<file path="src/sv/sstrk_pkg.sv">
`timescale 1ns / 1ps
`default_nettype none

package sstrk_pkg;

    // table entries
    localparam int SEG_SLOTS = 256;

    // request actions
    localparam logic [2:0] ACT_CLEAR  = 3'd0;
    localparam logic [2:0] ACT_INIT   = 3'd1;
    localparam logic [2:0] ACT_OPEN   = 3'd2;
    localparam logic [2:0] ACT_CLOSE  = 3'd3;
    localparam logic [2:0] ACT_RELEASE = 3'd4;
    localparam logic [2:0] ACT_WRITE  = 3'd5;
    localparam logic [2:0] ACT_ALLOC  = 3'd6;

    // result status codes
    localparam logic [2:0] STS_OK        = 3'd0;
    localparam logic [2:0] STS_WRONG     = 3'd1;
    localparam logic [2:0] STS_UNDERFLOW = 3'd2;
    localparam logic [2:0] STS_GROW      = 3'd3;
    localparam logic [2:0] STS_FULL      = 3'd4;
    localparam logic [2:0] STS_RANGE     = 3'd5;

    // entry states
    localparam logic [1:0] SEG_EMPTY  = 2'd0;
    localparam logic [1:0] SEG_OPEN   = 2'd1;
    localparam logic [1:0] SEG_CLOSED = 2'd2;

    localparam logic        KIND_JOURNAL = 1'b0;
    localparam logic [31:0] SEQ_NULL     = 32'hFFFF_FFFF;

    // config register reset values
    localparam logic [31:0] CFG_BYTES_RST = 32'd67108864;
    localparam logic [8:0]  CFG_INUSE_RST = 9'd256;

    // occupancy bitmap: one word per group of entries
    localparam int BMP_W  = 16;
    localparam int BMP_SH = 4;

    typedef struct packed {
        logic accept;
        logic clr_start;
        logic clr_step;
        logic scan_rd;
        logic scan_next;
        logic take_hit;
        logic miss;
        logic load;
        logic exec;
        logic reply;
    } t_cmd;

    typedef struct packed {
        logic alloc_bad;
        logic hit;
        logic scan_end;
        logic clr_last;
    } t_sts;

endpackage

`default_nettype wire

</file>
<file path="src/sv/sstrk_ctrl.sv">
`timescale 1ns / 1ps
`default_nettype none

module sstrk_ctrl
    import sstrk_pkg::*;
(
    input  wire logic       i_clk,
    input  wire logic       i_rst_n,
    input  wire logic       start,
    input  wire logic [2:0] i_action,
    input  wire t_sts       i_sts,
    output t_cmd            o_cmd,
    output logic            busy
);

    typedef enum logic [5:0] {
        S_IDLE     = 6'b000001,
        S_CLR      = 6'b000010,
        S_SCAN_RD  = 6'b000100,
        S_SCAN_CHK = 6'b001000,
        S_LOAD     = 6'b010000,
        S_EXEC     = 6'b100000
    } t_state;

    t_state r_state, n_state;
    logic   r_clr_reply;   // low only for the pass after reset

    always_ff @(posedge i_clk) begin
        if (!i_rst_n) begin
            r_state     <= S_CLR;
            r_clr_reply <= 1'b0;
        end else begin
            r_state <= n_state;
            if (o_cmd.clr_start) begin
                r_clr_reply <= 1'b1;
            end
        end
    end

    always_comb begin
        n_state = r_state;
        o_cmd   = '0;
        unique case (r_state)
            S_IDLE: begin
                if (start) begin
                    o_cmd.accept = 1'b1;
                    if (i_action == ACT_CLEAR) begin
                        o_cmd.clr_start = 1'b1;
                        n_state = S_CLR;
                    end else if (i_action == ACT_ALLOC && !i_sts.alloc_bad) begin
                        n_state = S_SCAN_RD;
                    end else begin
                        n_state = S_EXEC;
                    end
                end
            end
            S_CLR: begin
                o_cmd.clr_step = 1'b1;
                if (i_sts.clr_last) begin
                    o_cmd.reply = r_clr_reply;
                    n_state = S_IDLE;
                end
            end
            S_SCAN_RD: begin
                o_cmd.scan_rd = 1'b1;
                n_state = S_SCAN_CHK;
            end
            S_SCAN_CHK: begin
                if (i_sts.hit) begin
                    o_cmd.take_hit = 1'b1;
                    n_state = S_LOAD;
                end else if (i_sts.scan_end) begin
                    o_cmd.miss = 1'b1;
                    n_state = S_EXEC;
                end else begin
                    o_cmd.scan_next = 1'b1;
                    n_state = S_SCAN_RD;
                end
            end
            S_LOAD: begin
                o_cmd.load = 1'b1;
                n_state = S_EXEC;
            end
            S_EXEC: begin
                o_cmd.exec  = 1'b1;
                o_cmd.reply = 1'b1;
                n_state = S_IDLE;
            end
            default: begin
                n_state = S_IDLE;
            end
        endcase
    end

    assign busy = (r_state != S_IDLE);

    a_chk_follows_rd: assert property (@(posedge i_clk) disable iff (!i_rst_n)
        (r_state == S_SCAN_CHK) |-> $past(r_state == S_SCAN_RD))
        else $error("scan check without a bitmap read");

    a_load_to_exec: assert property (@(posedge i_clk) disable iff (!i_rst_n)
        (r_state == S_LOAD) |=> (r_state == S_EXEC))
        else $error("entry load not followed by execute");

    a_clear_enters_pass: assert property (@(posedge i_clk) disable iff (!i_rst_n)
        (r_state == S_IDLE && start && i_action == ACT_CLEAR) |=> (r_state == S_CLR))
        else $error("clear request did not start the clearing pass");

    a_single_reply: assert property (@(posedge i_clk) disable iff (!i_rst_n)
        o_cmd.reply |=> !o_cmd.reply)
        else $error("two replies in a row");

endmodule

`default_nettype wire

</file>
<file path="config.mk">
export PLATFORM = sky130hd
export DESIGN_NAME = sstrk_ctrl
export DESIGN_NICKNAME = d
export VERILOG_FILES = /design/src/sv/sstrk_pkg.sv /design/src/sv/sstrk_ctrl.sv
export SDC_FILE = /design/constraint.sdc
export NUM_CORES = 1
export LEC_CHECK = 0
export BUFFER_PORTS_ARGS = -buffer_cell sky130_fd_sc_hd__clkbuf_2
export CORE_AREA = 2 2 39 41
export DETAILED_ROUTE_END_ITERATION = 10
export DIE_AREA = 0 0 41 43
export PLACE_DENSITY_LB_ADDON = 0.3
export SLEW_MARGIN = 20
export SYNTH_ARGS = -nofsm -noshare
export SYNTH_HDL_FRONTEND = slang
export SYNTH_SLANG_ARGS = --single-unit
</file>
<file path="constraint.sdc">
create_clock -name i_clk -period 2.3 [get_ports i_clk]
set_clock_uncertainty 0.15 [all_clocks]
set_input_delay 0.115 -clock i_clk [delete_from_list [all_inputs] [get_ports i_clk]]
set_output_delay 0.115 -clock i_clk [all_outputs]
set_load 0.01 [all_outputs]
</file>
==> results.ini <==
[outcome]
status = completed

[detailed_routing]
per_cell_routed_wire_length_um = 11.57
detailroute.wirelength.met2_um = 556
maxUsedRoutingLayer = met4
drt-met1-wl_um = 427
met3_wirelength_um = 15
antenna_left = 0
drt-initial-drc-count = 3
dr_total_vias = 449
wirelength_um = 1030
vias_per_cell = 5.045
remaining_drc_errors = 0
drtPass1Iterations = 3

[sta]
unrepaired_setup_endpoints_after_global_routing = false
achievable-frequency_ghz = 0.4679
final.min_clock_period_ns = 2.137
timing.hold.ws_ns = 0.06711
post-route-period-util = 0.9291
setup_viol = 0
setup-tns-final_ns = 0
slew_viol_final = 0
max-slew-margin-rel = 0.7294
worst_pin_slew_ns = 0.4022
hold_viol = 0

[worst_setup_path]
wp_data_arrival_ns = 1.87
timing.critical_path.to = o_cmd[8]
cp_data_required_time_ns = 2.04
worstReg2RegEnd = r_state[5]
timing.critical_path.from = r_state[5]
timing.setup.critical_path_class = register to output port
critical_path_peak_fanout = 6
worst_setup_path_end_kind = output port
worst_reg2reg_startpoint = r_state[5]
critPathLaunchType = register
worst_reg2reg_setup_slack_ns = 0.44
ff2ff_path_depth = 5

[synthesis]
yosys.cell_count.top_type = sky130_fd_sc_hd__dfxtp_1
netlist_top_cells_count = sky130_fd_sc_hd__dfxtp_1, sky130_fd_sc_hd__nor3_1, sky130_fd_sc_hd__nor2_1
mappedNetlistNets = 58
yosysUniqueCellTypes = 28
post-synth-top-area-fraction = 0.3256
number_of_enable_flip_flop_cells_after_synthesis = 0
async_reset_ff_frac = 0
yosys_warnings = 0
synth_area_per_cell_um2 = 8.967
dominantRegCellSynth = sky130_fd_sc_hd__dfxtp_1
yosysSeqAreaShare = 0.3256
syn-cell-area_um2 = 430.4
netlist_instances = 48
synth_top_cell_by_area = sky130_fd_sc_hd__dfxtp_1
synth_area_leaders = sky130_fd_sc_hd__dfxtp_1, sky130_fd_sc_hd__nor3_1, sky130_fd_sc_hd__or4_4, sky130_fd_sc_hd__nand2b_1, sky130_fd_sc_hd__nor3b_4
yosys_register_bits = 7

[power_and_ir_drop]
p_per_area_mw_per_mm2 = 493.2
ir_worst_vdd_uv = 302.2
total_leakage_power_nw = 0.2635
power_uw = 290.6

[cells_and_area]
fill_cells = 154
register_area_um2 = 140.1
drive_gt1_frac = 0.4658
multiInputGateArea_um2 = 271.5
final_design_area_no_fill_um2 = 589.3
antenna_cells = 0
design.final.nets = 84
flow.area_growth_from_synthesis_pct = 36.92

[clock_tree]
worst_skew_pair.late_latency_ns = 0.25
ctsRootBufferMaster = sky130_fd_sc_hd__clkbuf_4
cts_num_sinks = 7
cts_htree_levels = 1
tritoncts_clock_tree = done
cts_setup_buffers = 0
clk_transition_reported_paths_ns = 0.05
tritoncts.num_buffers = 3
clock_tree.buffer_depth = 2

[placed_design]
globalplace.congestion = 0.7023
io_buffer_count = 20
dp_hpwl_um = 834.1
placed_area_um2 = 543.0

[floorplan]
initial_utilization = 0.3110
pin_count = 21
floorplan.die.width_um = 41
dieArea_mm2 = 0.001763
fp.coreArea_mm2 = 0.001384
num_rows = 14
die_y_um = 43

[grt]
initial_antenna_violation_count = 0
globalRouteOverflowTotal = 0
grt_pass1_vias = 447
grt_max_degree = 7
grt_pass1_wl_um = 1800
grt_use_total = 0.1509

[min_path]
min_path_type = primary input to register

[run]
max_cap_check_violation_count = 0

==> how the worst min path moves through the flow <==
stage	from	end	slack, ns	cells after the start
after global routing	start	r_state[4]	0.08	3
after CTS	start	r_state[4]	0.06	3
after detailed placement	i_rst_n	r_clr_reply	0.20	2
after global placement	i_rst_n	r_clr_reply	0.20	2
after floorplan	i_rst_n	r_clr_reply	0.08	1
final	start	r_state[4]	0.07	3
==> where the power goes <==
| part | internal [mW] | switching, mW | total [mW] |
|---|---|---|---|
| Sequential | 0.125 | 0.00546 | 0.131 |
| Combinational | 0.0247 | 0.0255 | 0.0502 |
| Clock | 0.0661 | 0.0438 | 0.110 |
| Total | 0.216 | 0.0747 | 0.291 |
==> logic make-up after synthesis <==
family	synth area share
flip-flops	0.3256
AO/OA/AOI/OAI	0.1860
buffers and inverters	0.04361
AND/OR/NAND/NOR	0.4448
==> layout by cell type, fill, tap and decap left out <==
master / Yosys / final
sky130_fd_sc_hd__clkbuf_1: 0 / 1
sky130_fd_sc_hd__nor3_1: 5 / 5
sky130_fd_sc_hd__dfxtp_1: 7 / 7
sky130_fd_sc_hd__nor3b_4: 1 / 1
sky130_fd_sc_hd__a31oi_1: 2 / 2
sky130_fd_sc_hd__o21ai_0: 1 / 1
sky130_fd_sc_hd__inv_1: 2 / 2
sky130_fd_sc_hd__nor2_1: 4 / 4
sky130_fd_sc_hd__and2_1: 1 / 1
sky130_fd_sc_hd__nand2_1: 1 / 1
sky130_fd_sc_hd__a41oi_1: 1 / 1
sky130_fd_sc_hd__inv_2: 1 / 1
sky130_fd_sc_hd__o21a_1: 2 / 2
sky130_fd_sc_hd__o41a_2: 1 / 1
sky130_fd_sc_hd__or4_4: 2 / 2
sky130_fd_sc_hd__and3_2: 1 / 1
sky130_fd_sc_hd__nand2b_1: 3 / 3
sky130_fd_sc_hd__a31o_2: 1 / 1
sky130_fd_sc_hd__and3b_1: 1 / 1
sky130_fd_sc_hd__o21ai_2: 1 / 1
sky130_fd_sc_hd__a221oi_1: 1 / 1
sky130_fd_sc_hd__nand3b_1: 1 / 1
sky130_fd_sc_hd__dlygate4sd3_1: 0 / 2
sky130_fd_sc_hd__and2_2: 1 / 1
sky130_fd_sc_hd__or4_1: 1 / 1
sky130_fd_sc_hd__nor4_1: 1 / 1
sky130_fd_sc_hd__nor2_4: 1 / 1
sky130_fd_sc_hd__clkbuf_4: 0 / 3
sky130_fd_sc_hd__nor3b_1: 2 / 2
sky130_fd_sc_hd__clkbuf_2: 0 / 20
sky130_fd_sc_hd__nor3_2: 1 / 1
==> state kept, by name, indices dropped and copies added (netlist names) <==
| register | flops |
|---|---|
| r_state | 6 |
| r_clr_reply | 1 |
==> final cells by class <==
cell class / count / share of cell area
Multi-Input combinational cell: 37 / 0.4607
Clock buffer: 4 / 0.04459
Inverter: 3 / 0.01911
Tap cell: 16 / 0.03397
Sequential cell: 7 / 0.2378
Timing Repair Buffer: 22 / 0.2038
==> critical path, cell delays in order (launching register included) <==
cell	delay [ns]
sky130_fd_sc_hd__dfxtp_1	0.33
sky130_fd_sc_hd__or4_4	0.57
sky130_fd_sc_hd__nor3b_4	0.31
sky130_fd_sc_hd__and3_2	0.27
sky130_fd_sc_hd__clkbuf_2	0.14
==> stage by stage <==
| step | utilization | setup WS, ns | cells |
|---|---|---|---|
| finish | 0.4259 | 0.1630 | 89 |
| global route | 0.4259 | 0.05148 | 89 |
| CTS | 0.4259 | 0.1581 | 89 |
| detailed placement | 0.3924 | 0.4413 | 83 |
| global placement | 0.3924 | 0.4386 | 83 |
| floorplan | - | 0.5035 | 48 |
==> layer usage <==
layer | up-vias | GRT usage
met4 | 0 | 0.1000
met1 | 205 | 0.1812
met5 | - | 0
met2 | 7 | 0.2375
met3 | 4 | 0.01571
li1 | 233 | -
==> what timing repair did <==
item	CTS	global route
hold endpoints to repair	2	0
hold buffers	2	0
resized for setup	0	0
Note: power is estimated with default switching activity, not from simulation.
